<file path="src/cnhb_pkg.sv">
// Package for the CAN node heartbeat and status frame core.
// Holds the transaction payload types, frame constants and the byte XOR check.
// Used by can_node_heartbeat_pdo_core and cnhb_checker.
package cnhb_pkg;

   // Identifier bases, NMT command codes and lead bytes.
   localparam logic [10:0] ID_HEARTBEAT = 11'h700;
   localparam logic [10:0] ID_STATUS    = 11'h180;
   localparam logic [10:0] ID_COMMAND   = 11'h200;
   localparam logic [7:0]  NMT_START    = 8'h01;
   localparam logic [7:0]  NMT_STOP     = 8'h02;
   localparam logic [7:0]  CMD_LEAD     = 8'h01;
   localparam logic [7:0]  STATUS_LEAD  = 8'h01;

   // Item kinds.
   localparam logic KIND_TICK  = 1'b0;
   localparam logic KIND_FRAME = 1'b1;

   // Frame lengths.
   localparam logic [3:0] LEN_NMT       = 4'd2;
   localparam logic [3:0] LEN_FULL      = 4'd8;
   localparam logic [3:0] LEN_HEARTBEAT = 4'd1;

   // Configuration register indexes.
   localparam logic [1:0] REG_NODE_ID      = 2'd0;
   localparam logic [1:0] REG_HB_INTERVAL  = 2'd1;
   localparam logic [1:0] REG_DEF_INTERVAL = 2'd2;

   // Reset values of the configuration registers.
   localparam logic [6:0]  NODE_ID_RESET      = 7'd1;
   localparam logic [15:0] HB_INTERVAL_RESET  = 16'd300;
   localparam logic [7:0]  DEF_INTERVAL_RESET = 8'd10;

   typedef struct packed {
      logic        kind;
      logic [10:0] rx_id;
      logic [3:0]  rx_len;
      logic [63:0] rx_payload;
      logic [7:0]  input_low_bits;
      logic [7:0]  input_high_bits;
      logic [7:0]  output_bits;
      logic [7:0]  control_status;
      logic [7:0]  error_code;
   } req_type;

   typedef struct packed {
      logic        tx_valid;
      logic [10:0] tx_id;
      logic [3:0]  tx_len;
      logic [63:0] tx_payload;
      logic [7:0]  light_command;
      logic [7:0]  control_command;
      logic        operational;
   } rsp_type;

   // XOR of bytes 0 through 6 of a frame payload.
   function automatic logic [7:0] xor_low_seven(input logic [63:0] word);
      logic [7:0] acc;
      acc = 8'h00;
      for (int i = 0; i < 7; i++) begin
         acc = acc ^ word[8*i +: 8];
      end
      return acc;
   endfunction

endpackage

</file>
<file path="src/can_node_heartbeat_pdo_core.sv">
// Top level of the CAN node heartbeat and status frame core.
// Depends on cnhb_pkg for payload types, constants and the XOR check.
//
//   Channel  Direction  Handshake             Payload
//   req      in         req_valid/req_ready   cnhb_pkg::req_type
//   rsp      out        rsp_valid/rsp_ready   cnhb_pkg::rsp_type
//   csr      in/out     APB psel/penable      three registers, 32-bit data
//
// The node state updates at acceptance and the result lands in the output register
// the cycle after.
// One transaction per cycle is sustained; req_ready drops only while a result
// waits in the output register and rsp_ready is low.
// Reset is synchronous and active high; it clears node state and restores the
// configuration registers to their defaults. No clearing pass is needed.
module can_node_heartbeat_pdo_core (
   input  logic              clock,
   input  logic              reset,
   input  logic              req_valid,
   output logic              req_ready,
   input  cnhb_pkg::req_type req_payload,
   output logic              rsp_valid,
   input  logic              rsp_ready,
   output cnhb_pkg::rsp_type rsp_payload,
   input  logic              psel,
   input  logic              penable,
   input  logic              pwrite,
   input  logic [3:0]        paddr,
   input  logic [31:0]       pwdata,
   output logic [31:0]       prdata,
   output logic              pready
);
   import cnhb_pkg::*;

   // Configuration registers.
   logic [6:0]  node_id_ff;
   logic [15:0] hb_interval_ff;
   logic [7:0]  def_interval_ff;

   // Node state.
   logic        running_ff, running_in;
   logic [15:0] tick_count_ff, tick_count_in;
   logic [7:0]  light_ff, light_in;
   logic [7:0]  control_ff, control_in;
   logic [7:0]  period_ff, period_in;

   // Output register.
   logic        rsp_valid_ff, rsp_valid_in;
   rsp_type     rsp_payload_ff, rsp_payload_in;

   logic        accept;
   logic        csr_write;
   logic [1:0]  csr_index;
   logic [15:0] tick_next;
   logic [7:0]  period_eff;
   logic [10:0] command_id;
   logic [63:0] status_word;
   logic        nmt_mine;
   logic        command_ok;

   assign pready    = 1'b1;
   assign csr_write = psel && penable && pwrite;
   assign csr_index = paddr[3:2];

   // Register reads.
   always_comb begin
      unique case (csr_index)
         REG_NODE_ID:      prdata = {25'd0, node_id_ff};
         REG_HB_INTERVAL:  prdata = {16'd0, hb_interval_ff};
         REG_DEF_INTERVAL: prdata = {24'd0, def_interval_ff};
         default:          prdata = 32'd0;
      endcase
   end

   // Register writes.
   always_ff @(posedge clock) begin
      if (reset) begin
         node_id_ff      <= NODE_ID_RESET;
         hb_interval_ff  <= HB_INTERVAL_RESET;
         def_interval_ff <= DEF_INTERVAL_RESET;
      end else if (csr_write) begin
         unique case (csr_index)
            REG_NODE_ID:      node_id_ff      <= pwdata[6:0];
            REG_HB_INTERVAL:  hb_interval_ff  <= pwdata[15:0];
            REG_DEF_INTERVAL: def_interval_ff <= pwdata[7:0];
            default: ;
         endcase
      end
   end

   // A transaction enters whenever the output register is empty or draining.
   assign req_ready = !rsp_valid_ff || rsp_ready;
   assign accept    = req_valid && req_ready;

   // Shared frame decode terms.
   assign tick_next  = tick_count_ff + 16'd1;
   assign period_eff = (period_ff == 8'd0) ? def_interval_ff : period_ff;
   assign command_id = ID_COMMAND + {4'd0, node_id_ff};
   assign nmt_mine   = (req_payload.rx_payload[15:8] == 8'd0) ||
                       (req_payload.rx_payload[15:8] == {1'b0, node_id_ff});
   assign command_ok = (req_payload.rx_len == LEN_FULL) &&
                       (req_payload.rx_payload[7:0] == CMD_LEAD) &&
                       (xor_low_seven(req_payload.rx_payload) ==
                        req_payload.rx_payload[63:56]);

   // Status frame bytes 0 through 6, checksum in byte 7.
   always_comb begin
      status_word = {8'd0, req_payload.error_code, req_payload.control_status,
                     req_payload.output_bits, req_payload.input_high_bits,
                     req_payload.input_low_bits, light_ff, STATUS_LEAD};
      status_word[63:56] = xor_low_seven(status_word);
   end

   // Step of the node for one transaction.
   always_comb begin
      running_in     = running_ff;
      tick_count_in  = tick_count_ff;
      light_in       = light_ff;
      control_in     = control_ff;
      period_in      = period_ff;
      rsp_payload_in = '0;
      if (req_payload.kind == KIND_TICK) begin
         tick_count_in = tick_next;
         if (!running_ff) begin
            if (tick_next > hb_interval_ff) begin
               tick_count_in           = 16'd0;
               rsp_payload_in.tx_valid = 1'b1;
               rsp_payload_in.tx_id    = ID_HEARTBEAT + {4'd0, node_id_ff};
               rsp_payload_in.tx_len   = LEN_HEARTBEAT;
            end
         end else begin
            period_in = period_eff;
            if (tick_next > {8'd0, period_eff}) begin
               tick_count_in             = 16'd0;
               rsp_payload_in.tx_valid   = 1'b1;
               rsp_payload_in.tx_id      = ID_STATUS + {4'd0, node_id_ff};
               rsp_payload_in.tx_len     = LEN_FULL;
               rsp_payload_in.tx_payload = status_word;
            end
         end
      end else if (req_payload.rx_id == 11'd0) begin
         // Broadcast NMT start or stop.
         if (req_payload.rx_len == LEN_NMT && nmt_mine) begin
            if (req_payload.rx_payload[7:0] == NMT_START) begin
               running_in = 1'b1;
            end else if (req_payload.rx_payload[7:0] == NMT_STOP) begin
               running_in = 1'b0;
            end
         end
      end else if (req_payload.rx_id == command_id && command_ok) begin
         // Command frame: light only when nonzero, period may be zero.
         if (req_payload.rx_payload[15:8] != 8'd0) begin
            light_in = req_payload.rx_payload[15:8];
         end
         control_in = req_payload.rx_payload[23:16];
         period_in  = req_payload.rx_payload[31:24];
      end
      rsp_payload_in.light_command   = light_in;
      rsp_payload_in.control_command = control_in;
      rsp_payload_in.operational     = running_in;
   end

   assign rsp_valid_in = accept || (rsp_valid_ff && !rsp_ready);

   // Node state and output control.
   always_ff @(posedge clock) begin
      if (reset) begin
         running_ff    <= 1'b0;
         tick_count_ff <= 16'd0;
         light_ff      <= 8'd0;
         control_ff    <= 8'd0;
         period_ff     <= 8'd0;
         rsp_valid_ff  <= 1'b0;
      end else begin
         rsp_valid_ff <= rsp_valid_in;
         if (accept) begin
            running_ff    <= running_in;
            tick_count_ff <= tick_count_in;
            light_ff      <= light_in;
            control_ff    <= control_in;
            period_ff     <= period_in;
         end
      end
   end

   // Result payload.
   always_ff @(posedge clock) begin
      if (accept) begin
         rsp_payload_ff <= rsp_payload_in;
      end
   end

   assign rsp_valid   = rsp_valid_ff;
   assign rsp_payload = rsp_payload_ff;

endmodule

</file>
<file path="config.mk">
export PLATFORM = sky130hd
export DESIGN_NAME = can_node_heartbeat_pdo_core
export DESIGN_NICKNAME = d
export VERILOG_FILES = /design/src/cnhb_pkg.sv /design/src/can_node_heartbeat_pdo_core.sv
export SDC_FILE = /design/constraint.sdc
export NUM_CORES = 1
export LEC_CHECK = 0
export ABC_CLOCK_PERIOD_IN_PS = 5800
export BUFFER_PORTS_ARGS = -buffer_cell sky130_fd_sc_hd__buf_4
export CAP_MARGIN = 0
export CELL_PAD_IN_SITES_DETAIL_PLACEMENT = 1
export CELL_PAD_IN_SITES_GLOBAL_PLACEMENT = 1
export CORE_MARGIN = 3
export CORE_UTILIZATION = 38
export CTS_BUF_LIST = sky130_fd_sc_hd__clkbuf_16
export CTS_CLUSTER_DIAMETER = 150
export DETAILED_ROUTE_END_ITERATION = 8
export GPL_ROUTABILITY_DRIVEN = 0
export PLACE_DENSITY = 0.9
export SYNTH_ARGS = -nofsm -noshare
export SYNTH_HDL_FRONTEND = slang
export SYNTH_SLANG_ARGS = --single-unit
</file>
<file path="constraint.sdc">
create_clock -name clock -period 5.8 [get_ports clock]
set_clock_uncertainty 0.05 [all_clocks]
set_input_delay 0.87 -clock clock [delete_from_list [all_inputs] [get_ports clock]]
set_output_delay 0.87 -clock clock [all_outputs]
set_load 0.1 [all_outputs]
</file>
==> results of run 1 <==
[worst max-delay path by stage]
stage | startpoint | end | slack, ns | depth (start not counted)
6_report | period_ff[3] | rsp_payload[85] | 1.56 | 12
5_1_grt | period_ff[3] | rsp_payload[85] | 1.34 | 12
4_1_cts | period_ff[3] | rsp_payload[85] | 1.65 | 12
3_5_place_dp | period_ff[3] | rsp_payload[88] | 1.74 | 12
3_3_place_gp | period_ff[3] | rsp_payload[88] | 1.83 | 12
2_1_floorplan | rsp_ready | period_ff[0] | 0.46 | 6
[flip-flops by register name (all words and copies together) (netlist names)]
name             flops
period_ff            8
hb_interval_ff      16
tick_count_ff       16
rsp_valid            1
def_interval_ff      8
node_id_ff           7
control_ff           8
rsp_payload         83
running_ff           1
light_ff             8
[worst max-delay path: stages (launching register included)]
cell and delay [ns]:
dfxtp_1 0.34, nor4_1 0.44, nand2_1 0.10, nor2_1 0.36, a21oi_1 0.18, ha_1 0.32, and3_1 0.22, a221o_1 0.36
a21o_1 0.19, a222oi_1 0.37, a31oi_2 0.32, a21oi_4 0.56, nor3b_1 0.14
[power groups by stage]
stage          sequential (mW)  clock [mW]  combinational [mW]
2_1_floorplan             1.42           0               0.291
3_3_place_gp              1.23           0               0.664
3_5_place_dp              1.23           0               0.678
4_1_cts                   1.21        1.12               0.684
5_1_grt                   1.21        1.17               0.710
6_report                  1.21        1.11               0.686
[through the flow]
step                      power (mW)  instances  hold WS, ns  area [sq um]  util [%]
after floorplan                 1.71        903        0.395          8900         -
after global placement          1.89       1365        0.411         10700      47.3
after detailed placement        1.91       1365        0.419         10700      47.3
after CTS                       3.02       1397        0.430         11300      49.8
after global routing            3.09       1398        0.463         11300      49.8
final                           3.01       1398        0.433         11300      49.8
[cell usage after synthesis, types with 3 or more instances]
cell type and n:
a21o_1 4, a21oi_1 46, a221o_1 5, a221oi_1 4
a32o_1 8, and2_1 9, and3_1 60, and4_1 3
buf_2 5, buf_4 34, buf_6 3, clkbuf_1 32
dfxtp_1 73, edfxtp_1 83, ha_1 23, inv_1 34
mux2_1 9, mux2i_1 30, nand2_1 78, nand3_1 13
nand4_1 10, nor2_1 43, nor2b_1 6, nor3_1 8
nor3b_1 10, nor4_1 6, o211ai_1 6, o21a_1 8
o21ai_0 28, o21ai_1 9, o31a_1 7, or3_1 10
or4_1 6, xnor2_1 100, xor2_1 25
[logic make-up (layout without fill, tap and decap cells)]
| family | Yosys count | count (layout) | synth area share (%) |
|---|---|---|---|
| compound gates | 145 | 145 | 11.0 |
| other cells | 2 | 27 | 0.0853 |
| xor+xnor | 126 | 126 | 12.7 |
| simple gates | 277 | 277 | 17.0 |
| mux | 39 | 39 | 4.56 |
| buf+inv | 111 | 320 | 6.51 |
| flops | 156 | 156 | 44.9 |
| fa+ha+maj | 23 | 23 | 3.27 |
[cell type report]
type                       instances  share of cell area [%]
antenna                            1                  0.0221
tap                              285                    3.15
clock inverter                    15                    1.35
timing repair buffer             253                    16.8
inverter                          35                    1.17
clock buffer                      17                    3.76
multi-input combinational        636                    38.8
sequential                       156                    35.0
[routing by layer]
metal	part of all wire (%)	vias up	track usage (%)
met4	3.0	0	9.22
met5	0	-	0
met2	53	272	45.5
li1	-	3516	-
met1	38	3819	27.2
met3	5.9	63	4.62
==> qor.yml, run 1 <==
clock_network:
  holdBufCountCts: 0
  post_cts_buffers: 0
  clock_latency_ns: 0.44
  htreeDepth: 4
  cts_root_buf: "clkbuf_16"
  cts_resized: 0
  path_clk_slew_ns: 0.06
  cts_tree: "built"
  cts_inserted_buffers: 17
  clk_path_buf_depth: 2
  cts.sinks: 156
logic_synthesis:
  synth_edf_count: 83
  syn_avg_cell_area_sq_um: 10.0
  ys_warn_count: 0
  ys_seq_area_share_pct: 44.9
  synthDominantCellAreaShare_pct: 28.3
  yosys.area.top_type: "edfxtp_1"
  syn_area_sq_um: 8810
  synth_area_leaders: "edfxtp_1 (28%), dfxtp_1 (17%), xnor2_1 (9.9%)"
  synth_cell_types: 66
  synthArstFlopShare_pct: 0
  synth-main-ff-cell: "edfxtp_1"
  ys_ff_latch: 156
  syn_inst: 879
worst_setup_path:
  cp.required_ns: 5.90
  rr_endpoint: "rsp_payload[85]"
  arrival_ns: 4.34
  end_kind: "flop"
  cp-start-kind: "flop"
  rr_worst_depth: 12
  path_class: "reg -> reg"
  crit_fanout: 17
  reg2reg_slack_ns: 1.56
  rr_startpoint: "period_ff[3]"
power_and_ir_drop:
  internal_power_mw: 1.99
  vdd_drop_max_v: 0.000155
  switching_share_pct: 33.9
  combPwrFrac_pct: 22.8
  p_leak_nw: 4.82
  power.switching_mw: 1.02
  p_seq_share_pct: 40.2
  p_clk_share_pct: 37.0
  p_per_area_nw_per_um2: 266
grt:
  grt-ovfl-total: 0
  grt_max_degree: 76
  grt.total_usage_pct: 24.3
  grt_pass1_wl_microns: 46400
  first_global_vias: 8065
  antenna_found_initial: 1
routing:
  detail_route.vias_per_cell: 5.49
  routed_wl_microns: 31700
  drt_iter0_markers: 497
  vias: 7670
  drtAntennaViolNets: 0
  drt-wirelength-per-cell_microns: 22.7
  drt_pass1_iterations: 7
  remaining_drc_errors: 0
min_path:
  worstHoldStart: "hb_interval_ff[7]"
  holdPathStages: 2
  hold_path.class: "reg -> reg"
  hold-path-endpoint: "hb_interval_ff[7]"
run:
  drv_cap: 0
floorplan:
  die_height_microns: 158
  core_area_sq_um: 22700
  die_area_sq_um: 25000
  die_w_microns: 158
  pin_count: 295
  std_cell_rows: 55
  start_util_pct: 38.8
placed_design:
  io_buffers: 250
  dp_slack_ns: 1.74
  hpwlAfterDp_microns: 23600
final_layout:
  nets: 1285
  final_cell_mix: "buf_4 (253), xnor2_1 (100), edfxtp_1 (83), nand2_1 (78), dfxtp_1 (73)"
  seq_area_sq_um: 3950
  layout-drive-gt1-share_pct: 27.1
  synthToLayoutAreaGrowth_pct: 28.4
  layout_commonest_cell: "buf_4"
  fill_cells: 2583
  multiInputGateArea_sq_um: 4390
sta:
  finalHoldViolCount: 0
  setup_viol: 0
  rsz0062_at_grt: "no"
  finalCriticalPeriod_ns: 4.24
  slew_violations: 0
  tns_ns: 0
  layout_setup_ws_ns: 1.56
  tightest_slew_ns: 1.32
  max_freq_mhz: 236
  slew_headroom_pct: 11.7
  min_period_over_period_pct: 73.1
run_status:
  status: "completed"
No activity file was read; power rests on OpenSTA's default activity.
==> run 2, diff against run 1 <==
--- a/config.mk
+++ b/config.mk
@@ -5,18 +5,18 @@
 export SDC_FILE = /design/constraint.sdc
 export NUM_CORES = 1
 export LEC_CHECK = 0
-export ABC_CLOCK_PERIOD_IN_PS = 5800
+export ABC_CLOCK_PERIOD_IN_PS = 3600
 export BUFFER_PORTS_ARGS = -buffer_cell sky130_fd_sc_hd__buf_4
 export CAP_MARGIN = 0
 export CELL_PAD_IN_SITES_DETAIL_PLACEMENT = 1
 export CELL_PAD_IN_SITES_GLOBAL_PLACEMENT = 1
 export CORE_MARGIN = 3
-export CORE_UTILIZATION = 38
+export CORE_UTILIZATION = 35
 export CTS_BUF_LIST = sky130_fd_sc_hd__clkbuf_16
 export CTS_CLUSTER_DIAMETER = 150
 export DETAILED_ROUTE_END_ITERATION = 8
 export GPL_ROUTABILITY_DRIVEN = 0
-export PLACE_DENSITY = 0.9
+export PLACE_DENSITY = 0.88
 export SYNTH_ARGS = -nofsm -noshare
 export SYNTH_HDL_FRONTEND = slang
 export SYNTH_SLANG_ARGS = --single-unit
==> constraint.sdc (replaced) <==
create_clock -name clock -period 3.6 [get_ports clock]
set_clock_uncertainty 0.05 [all_clocks]
set_input_delay 0.54 -clock clock [delete_from_list [all_inputs] [get_ports clock]]
set_output_delay 0.54 -clock clock [all_outputs]
set_load 0.1 [all_outputs]
==> run 2 against run 1 <==
Net effect:
- sequential power up 60%
- routed wire length about the same
- final area up 2.9%
- critical endpoint is now rsp_payload[70]
- maximum frequency up 25%
- non-clock buffer count up 26
- core utilization down 2.4 points
- largest power group unchanged
- combinational power up 60%
- first-iteration DRC count down 3.4%
- highest routed layer unchanged
- worst hold slack worse by 0.15 ns
- die area up 8.2%
- via count up 1.0%
==> qor.yml, run 2 (synthesized netlist as in run 1, its figures left out) <==
run_status:
  status: "completed"
grt:
  first_global_vias: 7990
  grt_max_degree: 59
  grt_pass1_wl_microns: 46200
  antenna_found_initial: 0
  grt-ovfl-total: 0
  grt.total_usage_pct: 22.5
sta:
  finalCriticalPeriod_ns: 3.39
  layout_setup_ws_ns: 0.211
  min_period_over_period_pct: 94.1
  max_freq_mhz: 295
  setup_viol: 0
  slew_headroom_pct: 41.0
  tightest_slew_ns: 0.883
  hold_slack_ns: 0.282
  finalHoldViolCount: 0
  slew_violations: 0
worst_setup_path:
  arrival_ns: 3.52
  cp.required_ns: 3.73
  crit_fanout: 57
  path_class: "reg -> reg"
  end_kind: "flop"
  cp-start-kind: "flop"
  startpoint: "period_ff[3]"
  rr_startpoint: "period_ff[3]"
final_layout:
  final_cell_mix: "buf_4 (277), xnor2_1 (100), edfxtp_1 (83), nand2_1 (77), dfxtp_1 (68)"
  layout-drive-gt1-share_pct: 29.8
  n_antenna_cell: 0
  nets: 1311
  layout_commonest_cell: "buf_4"
  fill_cells: 2784
  largest_register_ffs: 83
  synthToLayoutAreaGrowth_pct: 32.2
floorplan:
  die_w_microns: 165
  die_height_microns: 165
  pin_count: 295
  std_cell_rows: 57
  start_util_pct: 35.9
  core_area_sq_um: 24500
  die_area_sq_um: 27100
power_and_ir_drop:
  vdd_drop_max_v: 0.000235
  p_leak_nw: 4.97
  p_per_area_nw_per_um2: 417
min_path:
  worstHoldStart: "pwdata[8]"
  hold_path.class: "in -> reg"
routing:
  drt_iter0_markers: 480
  drt_pass1_iterations: 5
  routed_wl_microns: 31700
  vias: 7747
  remaining_drc_errors: 0
  drtAntennaViolNets: 0
  drt-wirelength-per-cell_microns: 21.7
  detail_route.vias_per_cell: 5.30
clock_network:
  cts.sinks: 156
  path_clk_slew_ns: 0.08
  cts_root_buf: "clkbuf_16"
  clock_latency_ns: 0.44
  clk_path_buf_depth: 2
  cts_tree: "built"
  cts_inserted_buffers: 17
  htreeDepth: 4
placed_design:
  dp_slack_ns: -0.0300
  hpwlAfterDp_microns: 24300
  io_buffers: 250
run:
  drv_cap: 0
run 2: cell types whose count changed in the layout (fill, tap and decap cells not counted), moves of 2 or more:
cell,previous run,this run
clkinvlp_4,4,2
o21ai_1,9,16
clkinv_8,0,4
dfxtp_1,73,68
buf_4,253,277
inv_6,6,4
dfxtp_2,0,5
nor2_1,42,40
o21ai_0,28,21
buf_12,0,2
run 2: metrics by stage:
step / utilization, % / std cells / power [mW] / area (sq um) / setup TNS (ns)
2_1_floorplan: - / 903 / 2.76 / 8900 / 0
3_3_place_gp: 44.8 / 1429 / 3.06 / 11000 / 0
3_5_place_dp: 44.8 / 1429 / 3.08 / 11000 / -0.115
4_1_cts: 47.2 / 1461 / 4.86 / 11600 / 0
5_1_grt: 47.4 / 1462 / 4.99 / 11600 / -0.00288
6_report: 47.4 / 1462 / 4.85 / 11600 / 0
run 2: per-layer routing:
metal	GRT usage [%]	wire length [microns]
met5	0	0
met4	9.15	1220
met3	4.31	1800
met2	41.1	16600
met1	25.5	12100
run 2: final timing paths:
kind | end | slack (ns) | cells past startpoint
worst min register to register | hb_interval_ff[11] | 0.42 | 2
worst min-delay path | hb_interval_ff[8] | 0.28 | 3
worst max register to register | rsp_payload[70] | 0.21 | 12
worst max-delay path | rsp_payload[70] | 0.21 | 12
run 2: layout make-up:
| cell class | count | area (sq um) | area share (%) |
|---|---|---|---|
| clock inverters | 15 | 166 | 1.43 |
| repair buffers | 279 | 2120 | 18.2 |
| clock buffers | 17 | 425 | 3.66 |
| flip-flops and latches | 156 | 3960 | 34.0 |
| multi-input cells | 636 | 4430 | 38.1 |
| well taps | 324 | 405 | 3.48 |
| inverters | 35 | 133 | 1.14 |
run 2: critical path: stages, from the launching register on:
cell,delay (ns)
dfxtp_1,0.34
nor4_4,0.33
nand2_2,0.11
nor2_4,0.14
a21oi_1,0.12
ha_1,0.29
and3_1,0.20
a221o_1,0.34
a21o_1,0.21
a222oi_1,0.33
nand3_1,0.20
buf_12,0.22
and3_1,0.23
run 2: power breakdown:
| part | leakage [nW] | switching (mW) | internal [mW] | total (mW) |
|---|---|---|---|---|
| Combinational | 3.26 | 0.794 | 0.310 | 1.10 |
| Clock | 0.282 | 0.873 | 0.930 | 1.80 |
| Sequential | 1.43 | 0.0262 | 1.92 | 1.94 |
| Total | 4.97 | 1.69 | 3.16 | 4.85 |
run 2: what timing repair did:
item | in CTS | in global routing
pin swaps | 0 | 2
gates resized for setup | 3 | 11
hold buffers | 0 | 0
setup endpoints to repair | 8 | 80
setup buffers | 0 | 1
